**config.mk**
```make
export PLATFORM = sky130hd
export DESIGN_NAME = stepper_gauge_position_controller_flat
export DESIGN_NICKNAME = d
export VERILOG_FILES = /design/src/sgpc_pkg.sv /design/src/sgpc_if.sv /design/src/stepper_gauge_position_controller.sv /design/src/flat_wrapper.sv
export SDC_FILE = /design/constraint.sdc
export NUM_CORES = 1
export LEC_CHECK = 0
export ABC_CLOCK_PERIOD_IN_PS = 7800
export BUFFER_PORTS_ARGS = -buffer_cell sky130_fd_sc_hd__buf_2
export CAP_MARGIN = 20
export CORE_AREA = 2 2 157 313
export DETAILED_ROUTE_END_ITERATION = 6
export DIE_AREA = 0 0 159 315
export PLACE_DENSITY = 0.63
export SETUP_SLACK_MARGIN = 0.1
export SYNTH_ARGS = -nofsm -noshare
export SYNTH_HDL_FRONTEND = slang
export SYNTH_SLANG_ARGS = --single-unit
```
**constraint.sdc**
```tcl
create_clock -name clk -period 7.8 [get_ports clk]
set_clock_uncertainty 0.2 [all_clocks]
set_input_delay 0.78 -clock clk [delete_from_list [all_inputs] [get_ports clk]]
set_output_delay 0.78 -clock clk [all_outputs]
set_load 0.05 [all_outputs]
```
**src/sgpc_pkg.sv**
```systemverilog
// shared constants and codes for the stepper gauge position controller
package sgpc_pkg;

    // field and register widths
    localparam int TEMP_W     = 16;
    localparam int STEP_W     = 16;
    localparam int MODE_W     = 2;
    localparam int PHASE_W    = 2;
    localparam int CFG_IDX_W  = 3;
    localparam int CFG_DATA_W = 32;
    localparam int COUNT_W    = 3;

    // default breakpoint table depth
    localparam int MAX_POINTS_DEF = 6;

    // register indexes
    localparam logic [CFG_IDX_W-1:0] REG_POINT_COUNT = 3'd0;
    localparam logic [CFG_IDX_W-1:0] REG_POINT_BASE  = 3'd1;

    // transaction modes
    localparam logic [MODE_W-1:0] MODE_SAMPLE = 2'd0;
    localparam logic [MODE_W-1:0] MODE_TICK   = 2'd1;
    localparam logic [MODE_W-1:0] MODE_HOME   = 2'd2;

    // homing phases
    localparam logic [PHASE_W-1:0] PHASE_IDLE  = 2'd0;
    localparam logic [PHASE_W-1:0] PHASE_LEAVE = 2'd1;
    localparam logic [PHASE_W-1:0] PHASE_SEEK  = 2'd2;

    // step directions
    localparam logic DIR_FORWARD  = 1'b0;
    localparam logic DIR_BACKWARD = 1'b1;

endpackage

```
**src/sgpc_if.sv**
```systemverilog
// valid/ready channel interfaces for samples and results

interface sgpc_in_if;
    logic                                   valid;
    logic                                   ready;
    logic [sgpc_pkg::MODE_W-1:0]            mode;
    logic signed [sgpc_pkg::TEMP_W-1:0]     temperature;
    logic                                   button_pressed;

    modport source (output valid, mode, temperature, button_pressed, input ready);
    modport sink   (input valid, mode, temperature, button_pressed, output ready);
endinterface

interface sgpc_out_if;
    logic                                   valid;
    logic                                   ready;
    logic                                   step_pulse;
    logic                                   step_direction;
    logic [sgpc_pkg::STEP_W-1:0]            position;
    logic [sgpc_pkg::STEP_W-1:0]            target;
    logic [sgpc_pkg::PHASE_W-1:0]           homing_phase;

    modport source (output valid, step_pulse, step_direction, position, target, homing_phase,
                    input ready);
    modport sink   (input valid, step_pulse, step_direction, position, target, homing_phase,
                    output ready);
endinterface

```
**src/stepper_gauge_position_controller.sv**
```systemverilog
// stepper gauge position controller: table interpolation, needle stepping and homing
// tick, homing start and unused-mode transactions go straight from the idle state to the output register
// a temperature sample scans one breakpoint per cycle, and an interpolated one then runs a
//   bit-serial multiply, a bit-serial divide and a finish step before its result is registered
// one transaction at a time: a new one is taken only in the idle state, once no result is pending or it is taken
// reset: position, target, homing phase and breakpoints clear, point count becomes 1
module stepper_gauge_position_controller #(
    parameter int MAX_POINTS = sgpc_pkg::MAX_POINTS_DEF
) (
    input  logic                              clk,
    input  logic                              rst_n,
    input  logic                              cfg_we,
    input  logic [sgpc_pkg::CFG_IDX_W-1:0]    cfg_index,
    input  logic [sgpc_pkg::CFG_DATA_W-1:0]   cfg_data,
    sgpc_in_if.sink                           sample,
    sgpc_out_if.source                        result
);

    localparam int IDX_W  = $clog2(MAX_POINTS);
    localparam int CNT_W  = $clog2(MAX_POINTS + 1);
    localparam int ITER_W = $clog2(sgpc_pkg::STEP_W);
    localparam int SW     = sgpc_pkg::STEP_W;
    localparam int TW     = sgpc_pkg::TEMP_W;

    typedef enum logic [2:0] {
        S_IDLE,
        S_SEARCH,
        S_MUL,
        S_DIV,
        S_DONE
    } state_t;

    // configuration registers
    logic [sgpc_pkg::COUNT_W-1:0]    point_count_reg;
    logic [sgpc_pkg::CFG_DATA_W-1:0] points_reg [MAX_POINTS];

    always_ff @(posedge clk or negedge rst_n)
    begin
        if (!rst_n)
        begin
            point_count_reg <= sgpc_pkg::COUNT_W'(1);
        end
        else if (cfg_we && cfg_index == sgpc_pkg::REG_POINT_COUNT)
        begin
            point_count_reg <= cfg_data[sgpc_pkg::COUNT_W-1:0];
        end
    end

    for (genvar k = 0; k < MAX_POINTS; k++)
    begin : g_point
        always_ff @(posedge clk or negedge rst_n)
        begin
            if (!rst_n)
            begin
                points_reg[k] <= '0;
            end
            else if (cfg_we &&
                     cfg_index == sgpc_pkg::REG_POINT_BASE + sgpc_pkg::CFG_IDX_W'(k))
            begin
                points_reg[k] <= cfg_data;
            end
        end
    end

    // state and datapath registers
    state_t               state_reg,   state_next;
    logic [SW-1:0]        pos_reg,     pos_next;
    logic [SW-1:0]        target_reg,  target_next;
    logic [sgpc_pkg::PHASE_W-1:0] phase_reg, phase_next;
    logic [TW-1:0]        temp_reg,    temp_next;
    logic [CNT_W-1:0]     idx_reg,     idx_next;
    logic [sgpc_pkg::CFG_DATA_W-1:0] lo_reg, lo_next;
    logic [TW-1:0]        div_reg,     div_next;
    logic [TW-1:0]        off_reg,     off_next;
    logic [SW-1:0]        sl_reg,      sl_next;
    logic [2*SW-1:0]      acc_reg,     acc_next;
    logic [ITER_W-1:0]    iter_reg,    iter_next;
    logic                 out_valid_reg, out_valid_next;
    logic                 out_pulse_reg, out_pulse_next;
    logic                 out_dir_reg,   out_dir_next;

    // effective breakpoint count
    logic [CNT_W-1:0] n_used;
    always_comb
    begin
        if (point_count_reg == '0)
            n_used = CNT_W'(1);
        else if (point_count_reg > sgpc_pkg::COUNT_W'(MAX_POINTS))
            n_used = CNT_W'(MAX_POINTS);
        else
            n_used = CNT_W'(point_count_reg);
    end

    // handshake
    logic in_fire;
    assign sample.ready = (state_reg == S_IDLE) && (!out_valid_reg || result.ready);
    assign in_fire      = sample.valid && sample.ready;

    // breakpoint under scan
    logic [sgpc_pkg::CFG_DATA_W-1:0] pt;
    logic                            temp_le;
    assign pt      = points_reg[idx_reg[IDX_W-1:0]];
    assign temp_le = $signed(temp_reg) <= $signed(pt[31:16]);

    // multiply and divide steps
    logic [SW:0] mul_sum;
    logic [SW:0] div_trial;
    logic [SW:0] div_diff;
    logic        div_ge;
    assign mul_sum   = {1'b0, acc_reg[2*SW-1:SW]} + (acc_reg[0] ? {1'b0, off_reg} : '0);
    assign div_trial = acc_reg[2*SW-1:SW-1];
    assign div_diff  = div_trial - {1'b0, div_reg};
    assign div_ge    = div_trial >= {1'b0, div_reg};

    // next-state logic
    always_comb
    begin
        state_next     = state_reg;
        pos_next       = pos_reg;
        target_next    = target_reg;
        phase_next     = phase_reg;
        temp_next      = temp_reg;
        idx_next       = idx_reg;
        lo_next        = lo_reg;
        div_next       = div_reg;
        off_next       = off_reg;
        sl_next        = sl_reg;
        acc_next       = acc_reg;
        iter_next      = iter_reg;
        out_valid_next = out_valid_reg && !result.ready;
        out_pulse_next = out_pulse_reg;
        out_dir_next   = out_dir_reg;

        case (state_reg)
            S_IDLE:
            begin
                if (in_fire)
                begin
                    out_pulse_next = 1'b0;
                    out_dir_next   = sgpc_pkg::DIR_FORWARD;
                    case (sample.mode)
                        sgpc_pkg::MODE_SAMPLE:
                        begin
                            temp_next  = sample.temperature;
                            idx_next   = '0;
                            state_next = S_SEARCH;
                        end
                        sgpc_pkg::MODE_TICK:
                        begin
                            out_valid_next = 1'b1;
                            if (phase_reg == sgpc_pkg::PHASE_LEAVE)
                            begin
                                out_pulse_next = 1'b1;
                                if (!sample.button_pressed)
                                begin
                                    phase_next   = sgpc_pkg::PHASE_SEEK;
                                    out_dir_next = sgpc_pkg::DIR_BACKWARD;
                                end
                            end
                            else if (phase_reg == sgpc_pkg::PHASE_SEEK)
                            begin
                                if (!sample.button_pressed)
                                begin
                                    out_pulse_next = 1'b1;
                                    out_dir_next   = sgpc_pkg::DIR_BACKWARD;
                                end
                                else
                                begin
                                    pos_next   = '0;
                                    phase_next = sgpc_pkg::PHASE_IDLE;
                                end
                            end
                            else if (pos_reg < target_reg)
                            begin
                                pos_next       = pos_reg + SW'(1);
                                out_pulse_next = 1'b1;
                            end
                            else if (pos_reg > target_reg)
                            begin
                                pos_next       = pos_reg - SW'(1);
                                out_pulse_next = 1'b1;
                                out_dir_next   = sgpc_pkg::DIR_BACKWARD;
                            end
                        end
                        sgpc_pkg::MODE_HOME:
                        begin
                            out_valid_next = 1'b1;
                            phase_next     = sample.button_pressed ? sgpc_pkg::PHASE_LEAVE
                                                                   : sgpc_pkg::PHASE_SEEK;
                        end
                        default:
                        begin
                            out_valid_next = 1'b1;
                        end
                    endcase
                end
            end

            // one breakpoint per cycle, previous one kept in lo_reg
            S_SEARCH:
            begin
                if (idx_reg == n_used)
                begin
                    target_next    = lo_reg[SW-1:0];
                    out_valid_next = 1'b1;
                    state_next     = S_IDLE;
                end
                else if (temp_le)
                begin
                    if (idx_reg == '0)
                    begin
                        target_next    = '0;
                        out_valid_next = 1'b1;
                        state_next     = S_IDLE;
                    end
                    else
                    begin
                        div_next   = pt[31:16] - lo_reg[31:16];
                        off_next   = temp_reg - lo_reg[31:16];
                        sl_next    = lo_reg[SW-1:0];
                        acc_next   = {{SW{1'b0}}, pt[SW-1:0] - lo_reg[SW-1:0]};
                        iter_next  = '0;
                        state_next = S_MUL;
                    end
                end
                else
                begin
                    lo_next  = pt;
                    idx_next = idx_reg + CNT_W'(1);
                end
            end

            // shift-add multiply, one multiplier bit per cycle
            S_MUL:
            begin
                acc_next  = {mul_sum, acc_reg[SW-1:1]};
                iter_next = iter_reg + ITER_W'(1);
                if (iter_reg == ITER_W'(SW - 1))
                begin
                    state_next = S_DIV;
                end
            end

            // restoring divide, one quotient bit per cycle
            S_DIV:
            begin
                acc_next  = {div_ge ? div_diff[SW-1:0] : div_trial[SW-1:0],
                             acc_reg[SW-2:0], div_ge};
                iter_next = iter_reg + ITER_W'(1);
                if (iter_reg == ITER_W'(SW - 1))
                begin
                    state_next = S_DONE;
                end
            end

            S_DONE:
            begin
                target_next    = sl_reg + acc_reg[SW-1:0];
                out_valid_next = 1'b1;
                state_next     = S_IDLE;
            end

            default:
            begin
                state_next = S_IDLE;
            end
        endcase
    end

    // state and registered outputs
    always_ff @(posedge clk or negedge rst_n)
    begin
        if (!rst_n)
        begin
            state_reg     <= S_IDLE;
            pos_reg       <= '0;
            target_reg    <= '0;
            phase_reg     <= sgpc_pkg::PHASE_IDLE;
            idx_reg       <= '0;
            iter_reg      <= '0;
            out_valid_reg <= 1'b0;
            out_pulse_reg <= 1'b0;
            out_dir_reg   <= 1'b0;
        end
        else
        begin
            state_reg     <= state_next;
            pos_reg       <= pos_next;
            target_reg    <= target_next;
            phase_reg     <= phase_next;
            idx_reg       <= idx_next;
            iter_reg      <= iter_next;
            out_valid_reg <= out_valid_next;
            out_pulse_reg <= out_pulse_next;
            out_dir_reg   <= out_dir_next;
        end
    end

    // datapath registers
    always_ff @(posedge clk)
    begin
        temp_reg <= temp_next;
        lo_reg   <= lo_next;
        div_reg  <= div_next;
        off_reg  <= off_next;
        sl_reg   <= sl_next;
        acc_reg  <= acc_next;
    end

    // result channel
    assign result.valid          = out_valid_reg;
    assign result.step_pulse     = out_pulse_reg;
    assign result.step_direction = out_dir_reg;
    assign result.position       = pos_reg;
    assign result.target         = target_reg;
    assign result.homing_phase   = phase_reg;

    // checks
    a_busy_no_result: assert property (@(posedge clk) disable iff (!rst_n)
        state_reg != S_IDLE |-> !out_valid_reg)
        else $error("result pending while a sample is in progress");

    a_ready_only_idle: assert property (@(posedge clk) disable iff (!rst_n)
        sample.ready |-> state_reg == S_IDLE)
        else $error("input ready while busy");

    a_dir_needs_pulse: assert property (@(posedge clk) disable iff (!rst_n)
        out_valid_reg && !out_pulse_reg |-> out_dir_reg == sgpc_pkg::DIR_FORWARD)
        else $error("backward direction without a step");

    a_pos_moves_on_tx: assert property (@(posedge clk) disable iff (!rst_n)
        !in_fire |=> $stable(pos_reg))
        else $error("position changed without a transaction");

endmodule
```
**src/flat_wrapper.sv**
```systemverilog
// flat-port wrapper written by rule: the top's interface ports become plain ports
module stepper_gauge_position_controller_flat 
#(
    parameter int MAX_POINTS = sgpc_pkg::MAX_POINTS_DEF
)
  (clk, rst_n, cfg_we, cfg_index, cfg_data, sample_valid, sample_mode, sample_temperature, sample_button_pressed, sample_ready, result_valid, result_step_pulse, result_step_direction, result_position, result_target, result_homing_phase, result_ready);
  sgpc_in_if sample_i ();
  sgpc_out_if result_i ();
  input  logic clk;
  input  logic rst_n;
  input  logic cfg_we;
  input  logic [sgpc_pkg::CFG_IDX_W-1:0] cfg_index;
  input  logic [sgpc_pkg::CFG_DATA_W-1:0] cfg_data;
  input wire logic [$bits(sample_i.valid)-1:0] sample_valid;
  input wire logic [$bits(sample_i.mode)-1:0] sample_mode;
  input wire logic [$bits(sample_i.temperature)-1:0] sample_temperature;
  input wire logic [$bits(sample_i.button_pressed)-1:0] sample_button_pressed;
  output wire logic [$bits(sample_i.ready)-1:0] sample_ready;
  output wire logic [$bits(result_i.valid)-1:0] result_valid;
  output wire logic [$bits(result_i.step_pulse)-1:0] result_step_pulse;
  output wire logic [$bits(result_i.step_direction)-1:0] result_step_direction;
  output wire logic [$bits(result_i.position)-1:0] result_position;
  output wire logic [$bits(result_i.target)-1:0] result_target;
  output wire logic [$bits(result_i.homing_phase)-1:0] result_homing_phase;
  input wire logic [$bits(result_i.ready)-1:0] result_ready;
  assign sample_i.valid = sample_valid;
  assign sample_i.mode = sample_mode;
  assign sample_i.temperature = sample_temperature;
  assign sample_i.button_pressed = sample_button_pressed;
  assign sample_ready = sample_i.ready;
  assign result_valid = result_i.valid;
  assign result_step_pulse = result_i.step_pulse;
  assign result_step_direction = result_i.step_direction;
  assign result_position = result_i.position;
  assign result_target = result_i.target;
  assign result_homing_phase = result_i.homing_phase;
  assign result_i.ready = result_ready;
  stepper_gauge_position_controller #(.MAX_POINTS(MAX_POINTS)) u_core (.clk(clk), .rst_n(rst_n), .cfg_we(cfg_we), .cfg_index(cfg_index), .cfg_data(cfg_data), .sample(sample_i), .result(result_i));
endmodule
```
==> impl_metrics.ini <==
[outcome]
status = finished, violations left
violations = hold timing

[power]
ir_drop_v = 0.0002384
total_leakage_power_nw = 10.22
power_density_nw_per_um2 = 468.6

[clock_network]
root_buffer = clkbuf_16
path_clk_slew_ns = 0.06
cts_tree = yes
numClockSinks = 370
clock_path_buffers = 3
cts_htree_levels = 2
clk_latency_ns = 0.55
hold_buffers = 0
cts-resized-gates = 0
cts_setup_buffers = 0
numCtsBuffers = 37

[final_layout]
layoutNonFillerInstCount = 2625
n_fill_cell = 4380
fin_util_pct = 49.57
drive_gt1_share_pct = 21.65
finish.net_count = 2169
largest_reg_flops = 192
area_growth_pct = 11.99

[global_routing]
grt_start_max_net_pins = 171
track_usage_pct = 19.56
grt_pass1_wl_mm = 78.81
grt_overflow = 0
antenna_found_initial = 3
grt_pass1_vias = 14468

[synthesis]
post-synth-top-area-cell = dfrtp_1
synth_cell_types = 68
synthArstFlopShare_pct = 65.41
yosys_warnings = 0
yosysSeqAreaShare_pct = 46.67
synth_flop_cell = dfrtp_1
ys_ff_latch = 370
synth_top_area_share_pct = 28.43
synth_cells = 1869
synth-edff-count = 128
syn_area_um2 = 21210
synth_top_cells_by_area = dfrtp_1 (28%), edfxtp_1 (18%), mux2_2 (11%)
synth.avg_cell_area_um2 = 11.35
synth.net_count = 2080

[timing]
finalHoldViolCount = 8
final.setup.worst_slack_ns = 2.767
relSlewSlack_pct = 32.07
fmax_mhz = 198.7
slew_viol_final = 0
setup_viol = 0
tns_ns = 0
whs_ns = -0.009345
grt_setup_unrepaired = no
finalCritPeriodShare_pct = 64.53
worst_pin_slew_ns = 0.9933
min_period_ns = 5.033

[worst_setup_path]
crit_required_ns = 8.03
critPathCapture = u_core.result.target[11]$_DFFE_PN0P_
crit_path_start_kind = register
cp_max_fo = 39
worstSetupPathType = register to register
regToRegSetupSlack_ns = 2.77
crit_arrival_ns = 5.27
reg2reg_from = u_core.idx_reg[1]$_DFFE_PN0P_
r2r-end = u_core.result.target[11]$_DFFE_PN0P_
cp-end-kind = register
reg2regPathDepth = 14
startpoint = u_core.idx_reg[1]$_DFFE_PN0P_

[floorplanning]
dieArea_um2 = 50090
core-area_um2 = 47930
fp.dieW_um = 159
start_util_pct = 44.26
rows = 114
ios = 97
die_h_um = 315

[route]
drtIter0Drc = 765
ant_nets = 0
drc = 0
vias = 14401
vias_per_cell = 5.486
routed_wl_mm = 48.41
drt_first_pass_iters = 5
wl_per_cell_um = 18.44

[placed_design]
dp_hpwl_mm = 34.13
globalplace.congestion = 0.8334
io_buffers = 96
dpl_worst_slack_ns = 2.720
dpl.cell_count = 2557

[min_path]
min_path_type = input port to asynchronous set/reset pin

[flow_run]
drv_cap = 0
metrics by stage:
stage | power [W] | hold WS, ns | area, µm²
after global placement | 0.009137 | 0.2807 | 22430
after floorplan | 0.007807 | 0.2455 | 21210
final | 0.01113 | -0.009345 | 23760
after global routing | 0.01204 | 0.02784 | 23750
after detailed placement | 0.009228 | 0.2809 | 22430
after CTS | 0.01121 | 0.002130 | 23750
worst max-delay path: stages (launching register included):
cell      delay, ns
dfrtp_2        0.34
buf_4          0.48
inv_1          0.13
nand2_1        0.61
nor2_1         0.11
a21oi_1        0.30
ha_1           0.27
nand3_1        0.11
or4_1          0.55
o221a_2        0.30
mux2_4         0.51
nor4_4         0.32
buf_4          0.34
o221ai_1       0.19
o21a_1         0.14
synth_stat cells, drive strengths merged, types with 4 or more instances:
cell	number
a2111oi	5
a211o	4
a21oi	109
edfxtp	128
a311oi	7
o21bai	7
a21boi	8
buf	17
ha	145
a21o	13
o22ai	10
or2	7
nor3	31
and4	4
mux2	204
nand2	103
nor2	129
nand3	22
and2	23
or3	12
mux4	32
fa	7
o31ai	24
clkbuf	49
a31oi	14
nand2b	17
o21ai	87
nor3b	5
nand4	11
a211oi	29
nor2b	21
inv	118
and3	8
o211ai	9
o21a	32
xor2	24
xnor2	53
a22oi	5
mux2i	50
a22o	4
dfrtp	241
layout by cell type (no fill, tap or decap), drive strengths merged, types with 23 or more instances in the layout:
master / count
a211oi: 29
a21oi: 109
and2: 23
buf: 116
clkbuf: 56
dfrtp: 241
edfxtp: 128
ha: 145
inv: 118
mux2: 204
mux2i: 50
mux4: 32
nand2: 103
nor2: 129
nor3: 31
o21a: 32
o21ai: 87
o31ai: 24
xnor2: 53
xor2: 24
cell type report:
type                            instances  area (µm²)  area share (%)
Multi-Input combinational cell       1314       10620           44.72
Sequential cell                       370        9907           41.70
Clock buffer                           56        1151           4.846
Tap cell                              638       798.3           3.360
Timing Repair Buffer                  116       653.1           2.749
Inverter                              119       446.7           1.880
Clock inverter                         11       172.7          0.7269
Antenna cell                            1       2.502         0.01053
power by group:
part	leakage, nW	switching, W	internal [W]
Combinational	5.44	0.00334	0.00244
Sequential	4.14	0.000497	0.00294
Clock	0.641	0.000760	0.00116
layer usage:
layer  vias to the layer above  share of wire (%)  global-route usage [%]
met4                         4                2.0                   4.669
met5                         -              0.050                       0
met1                      7034                 46                   26.57
met3                        61                4.1                   2.644
li1                       7033                  -                       -
met2                       269                 48                   33.35
cell families (layout without fill, tap and decap cells):
| logic type | after synthesis | in the layout | share of synthesized area [%] |
|---|---|---|---|
| and+or+nand+nor | 408 | 408 | 9.254 |
| AOI/OAI and AO/OA | 391 | 391 | 11.71 |
| DFF | 370 | 370 | 46.67 |
| muxes | 286 | 286 | 16.60 |
| buffers and inverters | 185 | 302 | 3.362 |
| adders and majority gates | 152 | 152 | 9.213 |
| xor gates and xnor gates | 77 | 77 | 3.179 |
| other | 0 | 1 | 0 |
worst min path at each step:
stage,end,cells after the start
floorplan,u_core.sl_reg[0]$_DFFE_PP_,0
global placement,u_core.sl_reg[0]$_DFFE_PP_,0
detailed placement,u_core.sl_reg[0]$_DFFE_PP_,0
CTS,u_core.points_reg[59]$_DFFE_PN0P_,1
global route,u_core.points_reg[30]$_DFFE_PN0P_,1
finish,u_core.points_reg[30]$_DFFE_PN0P_,1
(Power assumes the default switching activity.)
